<file path="src/rtl/bfcq_pkg.sv">
// bfcq_pkg: sizes, codes, command record and helpers shared by the
// brace frame capture queue. No dependencies.
`default_nettype none
package bfcq_pkg;

  localparam int SLOTS     = 8;
  localparam int MSG_BYTES = 64;
  localparam int SPAN_MAX  = MSG_BYTES - 1;

  localparam int PTR_W  = $clog2(SLOTS);
  localparam int CNT_W  = $clog2(MSG_BYTES);
  localparam int ADDR_W = $clog2(SLOTS * MSG_BYTES);

  localparam int QDEPTH = 4;
  localparam int QPTR_W = $clog2(QDEPTH);

  localparam logic [7:0] OPEN_BRACE  = 8'h7B;
  localparam logic [7:0] CLOSE_BRACE = 8'h7D;

  typedef enum logic [2:0] {
    ST_STORED  = 3'd0,
    ST_FULL    = 3'd1,
    ST_NOBRACE = 3'd2,
    ST_BYTE    = 3'd3,
    ST_EMPTY   = 3'd4
  } status_t;

  typedef enum logic [1:0] {
    PH_START,
    PH_SEEK,
    PH_SPAN,
    PH_DONE
  } phase_t;

  typedef enum logic [1:0] {
    B_IDLE,
    B_LEN,
    B_STREAM
  } back_state_t;

  // One classified request handed from front to back.
  typedef struct packed {
    logic             is_read;
    logic             first;   // first byte of a string
    logic             eos;
    logic             cap;     // byte goes into the span
    logic             span;    // complete span seen so far
    logic [CNT_W-1:0] idx;     // slot offset of this byte
    logic [CNT_W-1:0] len;     // span length after this byte
    logic [7:0]       data;
  } cmd_t;

  function automatic logic [PTR_W-1:0] ring_next(input logic [PTR_W-1:0] p);
    ring_next = (p == PTR_W'(SLOTS - 1)) ? '0 : p + PTR_W'(1);
  endfunction

  function automatic logic [ADDR_W-1:0] slot_addr(input logic [PTR_W-1:0] p,
                                                  input logic [CNT_W-1:0] i);
    slot_addr = ADDR_W'(ADDR_W'(p) * ADDR_W'(MSG_BYTES)) + ADDR_W'(i);
  endfunction

endpackage
`default_nettype wire

</file>
<file path="src/rtl/bfcq_front.sv">
// bfcq_front: accepts requests and runs the brace scan, turning each
// pushed byte into a classified command. Depends on bfcq_pkg.
`default_nettype none
module bfcq_front (
  input  wire logic          clk,
  input  wire logic          rst,
  input  wire logic          accept,
  input  wire logic          op,
  input  wire logic [7:0]    data_byte,
  input  wire logic          end_of_string,
  output bfcq_pkg::cmd_t     cmd
);
  import bfcq_pkg::*;

  phase_t           phase, phase_next;
  logic [CNT_W-1:0] count, count_next;
  logic             span, span_next;

  phase_t           eff_phase;
  logic [CNT_W-1:0] count_eff;
  logic             span_eff;
  logic             is_cap, cap_ok, span_new;

  // A string begins on the first push after the previous end of string.
  assign eff_phase = (phase == PH_START) ? PH_SEEK : phase;
  assign count_eff = (phase == PH_START) ? '0 : count;
  assign span_eff  = (phase == PH_START) ? 1'b0 : span;

  always_comb begin
    phase_next = phase;
    if (accept && !op) begin
      if (end_of_string) begin
        phase_next = PH_START;
      end else begin
        unique case (eff_phase)
          PH_SEEK: begin
            if (data_byte == 8'd0) phase_next = PH_DONE;
            else if (data_byte == OPEN_BRACE) phase_next = PH_SPAN;
            else phase_next = PH_SEEK;
          end
          PH_SPAN: begin
            if (data_byte == 8'd0 || data_byte == CLOSE_BRACE) phase_next = PH_DONE;
            else phase_next = PH_SPAN;
          end
          default: phase_next = PH_DONE;
        endcase
      end
    end
  end

  always_comb begin
    is_cap   = ((eff_phase == PH_SEEK) && (data_byte == OPEN_BRACE)) ||
               ((eff_phase == PH_SPAN) && (data_byte != 8'd0));
    cap_ok   = is_cap && (count_eff < CNT_W'(SPAN_MAX));
    span_new = span_eff || ((eff_phase == PH_SPAN) && (data_byte == CLOSE_BRACE));

    cmd.is_read = op;
    cmd.first   = (phase == PH_START);
    cmd.eos     = end_of_string;
    cmd.cap     = cap_ok;
    cmd.span    = span_new;
    cmd.idx     = count_eff;
    cmd.len     = count_eff + CNT_W'(cap_ok);
    cmd.data    = data_byte;

    count_next = count;
    span_next  = span;
    if (accept && !op) begin
      count_next = end_of_string ? '0 : cmd.len;
      span_next  = end_of_string ? 1'b0 : span_new;
    end
  end

  always_ff @(posedge clk) begin
    if (rst) begin
      phase <= PH_START;
      count <= '0;
      span  <= 1'b0;
    end else begin
      phase <= phase_next;
      count <= count_next;
      span  <= span_next;
    end
  end

endmodule
`default_nettype wire

</file>
<file path="config.mk">
export PLATFORM = sky130hd
export DESIGN_NAME = bfcq_front
export DESIGN_NICKNAME = d
export VERILOG_FILES = /design/src/rtl/bfcq_pkg.sv /design/src/rtl/bfcq_front.sv
export SDC_FILE = /design/constraint.sdc
export NUM_CORES = 1
export LEC_CHECK = 0
export BUFFER_PORTS_ARGS = -buffer_cell sky130_fd_sc_hd__buf_2
export CORE_UTILIZATION = 44
export CTS_CLUSTER_DIAMETER = 30
export CTS_CLUSTER_SIZE = 28
export DETAILED_ROUTE_END_ITERATION = 6
export PLACE_DENSITY = 0.73
export SLEW_MARGIN = 20
export SYNTH_ARGS = -nofsm -noshare
export SYNTH_HDL_FRONTEND = slang
export SYNTH_SLANG_ARGS = --single-unit
</file>
<file path="constraint.sdc">
create_clock -name clk -period 3 [get_ports clk]
set_input_delay 0.6 -clock clk [delete_from_list [all_inputs] [get_ports clk]]
set_output_delay 0.6 -clock clk [all_outputs]
set_load 0.03 [all_outputs]
</file>
==> qor.yml <==
cts_buffer_depth: 2
slew_violations: 0
critical_path_buf_inv_count: 2
holdWs_ns: 0.482
cp_max_fo: 3
path_delay_family: "simple AND/OR/NAND/NOR gates"
final_hold_viol_count: 0
synthTopCellsByCount: "buf_4 (12), nor2_1 (10), dfxtp_1 (9)"
vias: 874
cp_cell_sequence: "buf_8 > nand4_1 > nor2_2 > a32oi_1 > a31oi_1 > ha_2 > ha_2 > nand3_1 > xor2_1 > nor2_1 > buf_4"
chipHeight_um: 43.8
die_w_um: 43.8
maxCapViolations: 0
cp-start-kind: "input pin"
fin_crit_ns: 3.00
end_kind: "primary output"
synth-edff-count: 0
criticalPathCategory: "input pin to primary output"
max_stage_delay_ns: 0.25
hold_start: "count[0]"
min_path_type: "flip-flop to flip-flop"
rr_startpoint: "phase[0]"
vias_per_cell: 5.60
grt_pass1_vias: 747
fin_skew_ns: 0.00248
place_inst: 148
diodes: 0
wl_per_cell_um: 13.8
clkTransAtPathRegs_ns: 0.06
arrival_ns: 2.40
setup_viol: 0
worstSetupStartpoint: "data_byte[5]"
io_buffers: 37
max_freq_ghz: 0.333
ir_drop_mv: 0.185
r2r_setup_slack_ns: 0.64
overflow: 0
core_um2: 1560
synthTopCellsByArea: "dfxtp_1 (23%), buf_4 (12%), nor2b_1 (6.5%)"
start_util_pct: 49.2
gp_congestion: 0.815
crit_path_top_delay_cell: "ha_2"
place_ws_ns: -0.0755
netlist_area_um2: 767
run_status: "finished, violations left"
die_area_um2: 1910
synth.avg_cell_area_um2: 7.67
htree_levels: 1
synthFlopType: "dfxtp_1"
synth-seq-cells: 9
ios: 38
yosys_warnings: 0
grt_pass1_wl_um: 3000
yosysTopAreaCellShare_pct: 23.5
slew_headroom_pct: 61.4
yosys.area.top_type: "dfxtp_1"
violations: "design-rule violations"
crit_path_end: "cmd[12]"
clk_latency_ns: 0.26
leakage_nw: 0.490
antenna_left: 0
synth.most_common_cell: "buf_4"
drt-total-wl_um: 2160
clkSinkCount: 9
async_flop_share_pct: 0
final_net_count: 156
synthCells: 100
grt_util_all_layers_pct: 21.2
dr.first_iter.drc_count: 33
place_area_um2: 955
cp.required_ns: 2.40
drc_errors: 1
drt_pass1_iterations: 6
crit_cells: 11
powerDensity_nw_per_um2: 256
n_fill_cell: 125
r2r_cells: 11
cts_tree: "yes"
place_hpwl_um: 1480
yosysSeqAreaShare_pct: 23.5
layout-drive-gt1-share_pct: 52.9
regToRegEndpoint: "count[2]"
antenna_found_initial: 0
worst_slack_ns: 0.000559
period_share_pct: 100
areaGrowthSynthToFinish_pct: 46.2
stdcell_count: 156
rsz0062_at_grt: "yes"
synthesis.nets: 115
cp_common_cell: "ha_2"
rows: 14
tightest_slew_ns: 0.578
cts_root_buf: "clkbuf_4"
stdcell_area_um2: 1120
ys_types: 37
grt_max_degree: 12
cts_made_buffers: 3
-- how the worst min path moves through the flow --
| stage | endpoint | cells past startpoint | slack, ns |
|---|---|---|---|
| finish | count[0] | 2 | 0.48 |
| global route | count[0] | 2 | 0.50 |
| CTS | count[0] | 2 | 0.48 |
| detailed placement | count[0] | 2 | 0.47 |
| global placement | count[0] | 2 | 0.47 |
| floorplan | count[0] | 2 | 0.44 |
-- layout by cell type, fill, tap and decap left out, types with 3 or more instances in the layout --
cell	Yosys	final
nand2b_1	4	4
dfxtp_1	9	8
inv_1	3	3
nor2_1	10	7
clkbuf_4	0	3
buf_6	0	3
nor2_2	1	4
buf_4	12	18
nand3b_1	3	3
nand2_1	6	6
a21oi_1	3	3
buf_2	2	30
nor2b_1	8	6
-- worst register-to-register path, delay by kind of cell, from the launching register on --
| kind | cells | cell delay [ns] |
|---|---|---|
| AOI/OAI and AO/OA | 4 | 0.65 |
| buffers and inverters | 2 | 0.32 |
| adders and majority gates | 2 | 0.43 |
| DFF | 1 | 0.44 |
| and+or+nand+nor | 3 | 0.41 |
-- registers in the layout, summed over array words and instances, names as in the netlist --
name   flops
count      6
phase      2
span       1
-- stage by stage --
stage	setup TNS (ns)	util [%]	power, W
detailed placement	-0.150	61.2	0.000185
floorplan	0	-	0.000168
finish	0	71.9	0.000287
global route	-0.206	71.9	0.000299
global placement	-0.0595	61.2	0.000184
CTS	0	65.4	0.000282
-- power by group --
group | internal [W] | switching, W | total, W
clock network | 0.0000493 | 0.0000446 | 0.0000939
registers | 0.000120 | 0.00000113 | 0.000121
logic | 0.0000281 | 0.0000440 | 0.0000721
-- final cells by class --
| type | instances | area (um2) | share of cell area [%] |
|---|---|---|---|
| Tap cell | 16 | 20.0 | 1.79 |
| Clock buffer | 3 | 22.5 | 2.01 |
| Sequential cell | 9 | 181 | 16.2 |
| Clock inverter | 1 | 5.00 | 0.446 |
| Multi-Input combinational cell | 71 | 532 | 47.4 |
| Timing Repair Buffer | 53 | 349 | 31.1 |
| Inverter | 3 | 11.3 | 1.00 |
-- logic make-up (layout without fill, tap and decap cells) --
logic type,Yosys count,after routing,share of synthesized area (%)
xor+xnor,4,4,4.57
simple gates,43,43,30.8
buf+inv,20,60,16.2
flops,9,9,23.5
compound gates,22,22,21.7
fa+ha+maj,2,2,3.26
-- routing by layer --
metal	global-route usage, %	wire, um	vias up
met5	0	0	-
met4	6.25	20	0
met3	6.67	125	4
met2	36.1	1050	27
met1	25.3	962	415
li1	-	-	428
-- timing repair --
item	CTS	global route
setup buffers	1	3
setup endpoints to repair	3	4
pin swaps	1	10
hold buffers	0	0
resized for setup	8	22
(Power assumes the default switching activity.)
