===== config.mk =====
export PLATFORM = sky130hd
export DESIGN_NAME = bfcq_queue
export DESIGN_NICKNAME = d
export VERILOG_FILES = /design/src/rtl/bfcq_pkg.sv /design/src/rtl/bfcq_queue.sv
export SDC_FILE = /design/constraint.sdc
export NUM_CORES = 1
export LEC_CHECK = 0
export BUFFER_PORTS_ARGS = -buffer_cell sky130_fd_sc_hd__buf_2
export CAP_MARGIN = 25
export CORE_MARGIN = 5
export CORE_UTILIZATION = 30
export CTS_CLUSTER_SIZE = 28
export DETAILED_ROUTE_END_ITERATION = 10
export PLACE_DENSITY = 0.5
export RECOVER_POWER = 100
export SETUP_SLACK_MARGIN = 0.1
export SLEW_MARGIN = 10
export SYNTH_ARGS = -nofsm -noshare
export SYNTH_HDL_FRONTEND = slang
export SYNTH_SLANG_ARGS = --single-unit

===== constraint.sdc =====
create_clock -name clk -period 4.7 [get_ports clk]
set_clock_uncertainty 0.05 [all_clocks]
set_input_delay 0.94 -clock clk [delete_from_list [all_inputs] [get_ports clk]]
set_output_delay 0.94 -clock clk [all_outputs]
set_load 0.1 [all_outputs]

===== src/rtl/bfcq_pkg.sv =====
// bfcq_pkg: sizes, codes, command record and helpers shared by the
// brace frame capture queue. No dependencies.
`default_nettype none
package bfcq_pkg;

  localparam int SLOTS     = 8;
  localparam int MSG_BYTES = 64;
  localparam int SPAN_MAX  = MSG_BYTES - 1;

  localparam int PTR_W  = $clog2(SLOTS);
  localparam int CNT_W  = $clog2(MSG_BYTES);
  localparam int ADDR_W = $clog2(SLOTS * MSG_BYTES);

  localparam int QDEPTH = 4;
  localparam int QPTR_W = $clog2(QDEPTH);

  localparam logic [7:0] OPEN_BRACE  = 8'h7B;
  localparam logic [7:0] CLOSE_BRACE = 8'h7D;

  typedef enum logic [2:0] {
    ST_STORED  = 3'd0,
    ST_FULL    = 3'd1,
    ST_NOBRACE = 3'd2,
    ST_BYTE    = 3'd3,
    ST_EMPTY   = 3'd4
  } status_t;

  typedef enum logic [1:0] {
    PH_START,
    PH_SEEK,
    PH_SPAN,
    PH_DONE
  } phase_t;

  typedef enum logic [1:0] {
    B_IDLE,
    B_LEN,
    B_STREAM
  } back_state_t;

  // One classified request handed from front to back.
  typedef struct packed {
    logic             is_read;
    logic             first;   // first byte of a string
    logic             eos;
    logic             cap;     // byte goes into the span
    logic             span;    // complete span seen so far
    logic [CNT_W-1:0] idx;     // slot offset of this byte
    logic [CNT_W-1:0] len;     // span length after this byte
    logic [7:0]       data;
  } cmd_t;

  function automatic logic [PTR_W-1:0] ring_next(input logic [PTR_W-1:0] p);
    ring_next = (p == PTR_W'(SLOTS - 1)) ? '0 : p + PTR_W'(1);
  endfunction

  function automatic logic [ADDR_W-1:0] slot_addr(input logic [PTR_W-1:0] p,
                                                  input logic [CNT_W-1:0] i);
    slot_addr = ADDR_W'(ADDR_W'(p) * ADDR_W'(MSG_BYTES)) + ADDR_W'(i);
  endfunction

endpackage
`default_nettype wire


===== src/rtl/bfcq_queue.sv =====
// bfcq_queue: short register FIFO of commands between front and back.
// Depends on bfcq_pkg.
`default_nettype none
module bfcq_queue (
  input  wire logic           clk,
  input  wire logic           rst,
  input  wire logic           push,
  input  wire bfcq_pkg::cmd_t push_cmd,
  input  wire logic           pop,
  output bfcq_pkg::cmd_t      head,
  output logic                avail,
  output logic                full
);
  import bfcq_pkg::*;

  cmd_t              entry [QDEPTH];
  logic [QPTR_W-1:0] rd_ptr, wr_ptr;
  logic [QPTR_W:0]   fill, fill_next;

  assign head  = entry[rd_ptr];
  assign avail = (fill != '0);
  assign full  = (fill == (QPTR_W+1)'(QDEPTH));

  always_comb begin
    fill_next = fill;
    priority case ({push, pop})
      2'b10:   fill_next = fill + (QPTR_W+1)'(1);
      2'b01:   fill_next = fill - (QPTR_W+1)'(1);
      default: fill_next = fill;
    endcase
  end

  always_ff @(posedge clk) begin
    if (push) begin
      entry[wr_ptr] <= push_cmd;
    end
    if (rst) begin
      rd_ptr <= '0;
      wr_ptr <= '0;
      fill   <= '0;
    end else begin
      if (push) wr_ptr <= (wr_ptr == QPTR_W'(QDEPTH - 1)) ? '0 : wr_ptr + QPTR_W'(1);
      if (pop)  rd_ptr <= (rd_ptr == QPTR_W'(QDEPTH - 1)) ? '0 : rd_ptr + QPTR_W'(1);
      fill <= fill_next;
    end
  end

endmodule
`default_nettype wire


==> metrics.csv <==
stage,metric,value,unit
hold_path,hold_class,flip-flop to flip-flop,
clocking,clk-insertion-delay-late,0.34,ns
route,route.final.wire_length,7290,um
finish,final_core_util,36.0,%
clocking,tritoncts,built,
finish,final_layout_size_suffix_gt1_share,25.4,%
placement,place_congestion,0.621,
route,wire_length_per_cell,17.5,um
placement,dpl_ws,1.71,ns
worst_setup_path,required,3.71,ns
worst_setup_path,timing.critical_path.from_type,flip-flop,
synth,syn-cell-area,0.00409,sq mm
clocking,tritoncts.num_buffers,9,
clocking,worst_setup_hold_path_clk_slew,0.07,ns
route,route.detailed.vias_per_inst,4.36,
synth,netlist-cell-type-count,20,
worst_setup_path,worst-endpoint-arrival,2.40,ns
placement,dpl-instance-area,0.00453,sq mm
timing,hold_worst_slack,0.456,ns
timing,setup_viol,0,
synth,synthTopCellsByArea,"sky130_fd_sc_hd__edfxtp_1 (73%), sky130_fd_sc_hd__mux4_2 (11%), sky130_fd_sc_hd__dfxtp_1 (4.4%)",
global_routing,grt_pass1_wl,11600,um
timing,period_share,72.2,%
route,drc_errors,0,
clocking,htree_levels,3,
floorplan,die_width,127,um
route,number_of_vias_after_detailed_routing,1815,
floorplan,num_rows,42,
finish,nNetsFinal,271,
hold_path,timing.hold.worst_endpoint,fill[2]$_SDFFE_PP0P_,
timing,slew_headroom,-38.3,%
worst_setup_path,worst_r2r_endpoint,entry[1][6]$_DFFE_PP_,
synth,ys_ff_latch,109,
global_routing,number_of_antenna_violations_at_the_first_check_in_global_routing,1,
route,detail-route-antenna-nets,0,
route,met2RoutedLength,3470,um
clocking,cts_sink_count,109,
global_routing,vias_in_the_first_global_route,1948,
timing,min_setup_slack_post_route,1.31,ns
route,met3WireLength,439,um
clocking,post_cts_hold_buffer_count,0,
timing,worst_pin_slew,2.07,ns
global_routing,groute.usage.overall,9.91,%
route,drt_first_pass_iters,4,
flow_run,drv_cap,4,
synth,yosys_warnings,0,
clocking,ctsRootBufferMaster,sky130_fd_sc_hd__clkbuf_16,
floorplan,die-area,0.0161,sq mm
run_status,violations,"max-capacitance violations, max-slew violations",
clocking,post_cts_resize_count,0,
run_status,outcome,"finished, violations left",
hold_path,whs_path_depth,2,
global_routing,grt_start_max_net_pins,26,
pwr,power_leakage,1.56,nW
floorplan,start_util,30.8,%
worst_setup_path,r2r_start,wr_ptr[0]$_SDFFE_PP0P_,
route,topRoutingLayerUsed,met5,
finish,fillCellCount,1263,
finish,fin_area,0.00478,sq mm
timing,final_hold_fails,0,
synth,post-synth-top-area-fraction,73.4,%
floorplan,placeableCoreArea,0.0133,sq mm
floorplan,chipHeight,127,um
finish,flow.area_growth_from_synthesis,17.0,%
synth,synth_seq_area_share,77.8,%
hold_path,hold_path_origin,fill[2]$_SDFFE_PP0P_,
route,m1WireLength,3190,um
timing,unrepaired_setup_endpoints_after_global_routing,false,
global_routing,global_route.overflow_total,0,
timing,layout_min_cycle_time,3.39,ns
clocking,cts_setup_buffers,0,
worst_setup_path,worstSetupPathType,flip-flop to output port,
floorplan,top_level_ports,56,
synth,synthesized_area_divided_by_synthesized_cell_count,23.5,sq um
timing,maxSlewViolCount,104,
timing,clock.fmax,295,MHz
placement,placement.io_buffers,55,
clocking,max_buffers_root_to_sink,2,
worst_setup_path,endpoint_type_of_the_worst_setup_path,output port,
finish,antenna_cells,0,
synth,synth_largest_area_cell,sky130_fd_sc_hd__edfxtp_1,
route,initialDrtViolationCount,102,
synth,synth_nets,210,
pwr,max_vdd_drop,160,uV
worst_setup_path,critPathMaxFanout,25,
worst_setup_path,reg2regPathDepth,2,
synth,syn_inst,174,
placement,dp_hpwl,4320,um
worst_setup_path,register_to_register_setup_slack,2.11,ns
pwr,power.density_cell_area,474,mW/mm^2
timing,setup_total_negative_slack,0,ns
## synth_stat cells
cell type / count
sky130_fd_sc_hd__o21ai_0: 1
sky130_fd_sc_hd__edfxtp_1: 100
sky130_fd_sc_hd__buf_6: 1
sky130_fd_sc_hd__buf_12: 2
sky130_fd_sc_hd__mux4_1: 5
sky130_fd_sc_hd__and2_1: 4
sky130_fd_sc_hd__nor2_1: 7
sky130_fd_sc_hd__ha_1: 6
sky130_fd_sc_hd__dfxtp_1: 9
sky130_fd_sc_hd__inv_1: 3
sky130_fd_sc_hd__mux2i_1: 4
sky130_fd_sc_hd__nor3b_1: 2
sky130_fd_sc_hd__a21oi_1: 2
sky130_fd_sc_hd__xor2_1: 1
sky130_fd_sc_hd__buf_2: 2
sky130_fd_sc_hd__clkbuf_2: 1
sky130_fd_sc_hd__xnor2_1: 1
sky130_fd_sc_hd__or3_1: 2
sky130_fd_sc_hd__mux4_2: 20
sky130_fd_sc_hd__fa_1: 1
## worst max-delay path by stage
stage                     cells past startpoint       end            startpoint
after global placement                        2  head[18]             flip-flop
final                                         2   head[5]             flip-flop
after floorplan                               1      full  fill[0]$_SDFFE_PP0P_
after global routing                          2   head[4]             flip-flop
after detailed placement                      2  head[18]             flip-flop
after CTS                                     2  head[18]             flip-flop
## power by group
group / internal [mW] / total (mW) / switching (mW)
Clock: 0.405 / 0.726 / 0.321
Sequential: 1.10 / 1.13 / 0.0233
Combinational: 0.0869 / 0.415 / 0.328
## area by class of cell
| cell class | count | area, sq um | share of cell area [%] |
|---|---|---|---|
| Clock inverter | 7 | 56.3 | 1.18 |
| Clock buffer | 9 | 225 | 4.71 |
| Inverter | 3 | 11.3 | 0.235 |
| Timing Repair Buffer | 56 | 259 | 5.41 |
| Multi-Input combinational cell | 56 | 828 | 17.3 |
| Tap cell | 176 | 220 | 4.60 |
| Sequential cell | 109 | 3180 | 66.6 |
## critical path, stage by stage, from the launching register on
cell                      delay (ns)
sky130_fd_sc_hd__dfxtp_1        1.19
sky130_fd_sc_hd__mux4_2         0.41
sky130_fd_sc_hd__buf_2          0.44
## layout by cell type (no fill, tap or decap), drive strengths merged
master / Yosys / layout
nor3b: 2 / 2
fa: 1 / 1
ha: 6 / 6
bufinv: 0 / 1
mux2i: 4 / 4
buf: 5 / 27
a21oi: 2 / 2
inv: 3 / 3
nor2: 7 / 7
clkbuf: 1 / 38
edfxtp: 100 / 100
or3: 2 / 2
mux4: 25 / 25
xnor2: 1 / 1
xor2: 1 / 1
and2: 4 / 4
dfxtp: 9 / 9
clkinv: 0 / 6
o21ai: 1 / 1
## per-stage QoR
stage | instances | power, mW
4_1_cts | 415 | 2.30
3_5_place_dp | 399 | 1.57
3_3_place_gp | 399 | 1.57
5_1_grt | 416 | 2.36
6_report | 416 | 2.27
2_1_floorplan | 174 | 1.50
## kinds of logic after synthesis
group	count (synthesis)	synth area share (%)
fa+ha+maj	7	2.33
xor+xnor	2	0.428
mux	29	15.2
buf+inv	9	1.90
flops	109	77.8
compound gates	3	0.367
simple gates	15	1.93
## per-layer routing
| metal | vias to the layer above | GRT usage [%] |
|---|---|---|
| li1 | 845 | - |
| met1 | 911 | 12.5 |
| met2 | 43 | 15.0 |
| met3 | 14 | 3.32 |
| met4 | 2 | 5.49 |
| met5 | - | 0 |
## registers in the layout, summed over array words and instances, names as in the netlist, named ones only
| name | cells |
|---|---|
| entry | 100 |
| fill | 3 |
| rd_ptr | 2 |
| wr_ptr | 2 |
Note: power is estimated with default switching activity, not from simulation.
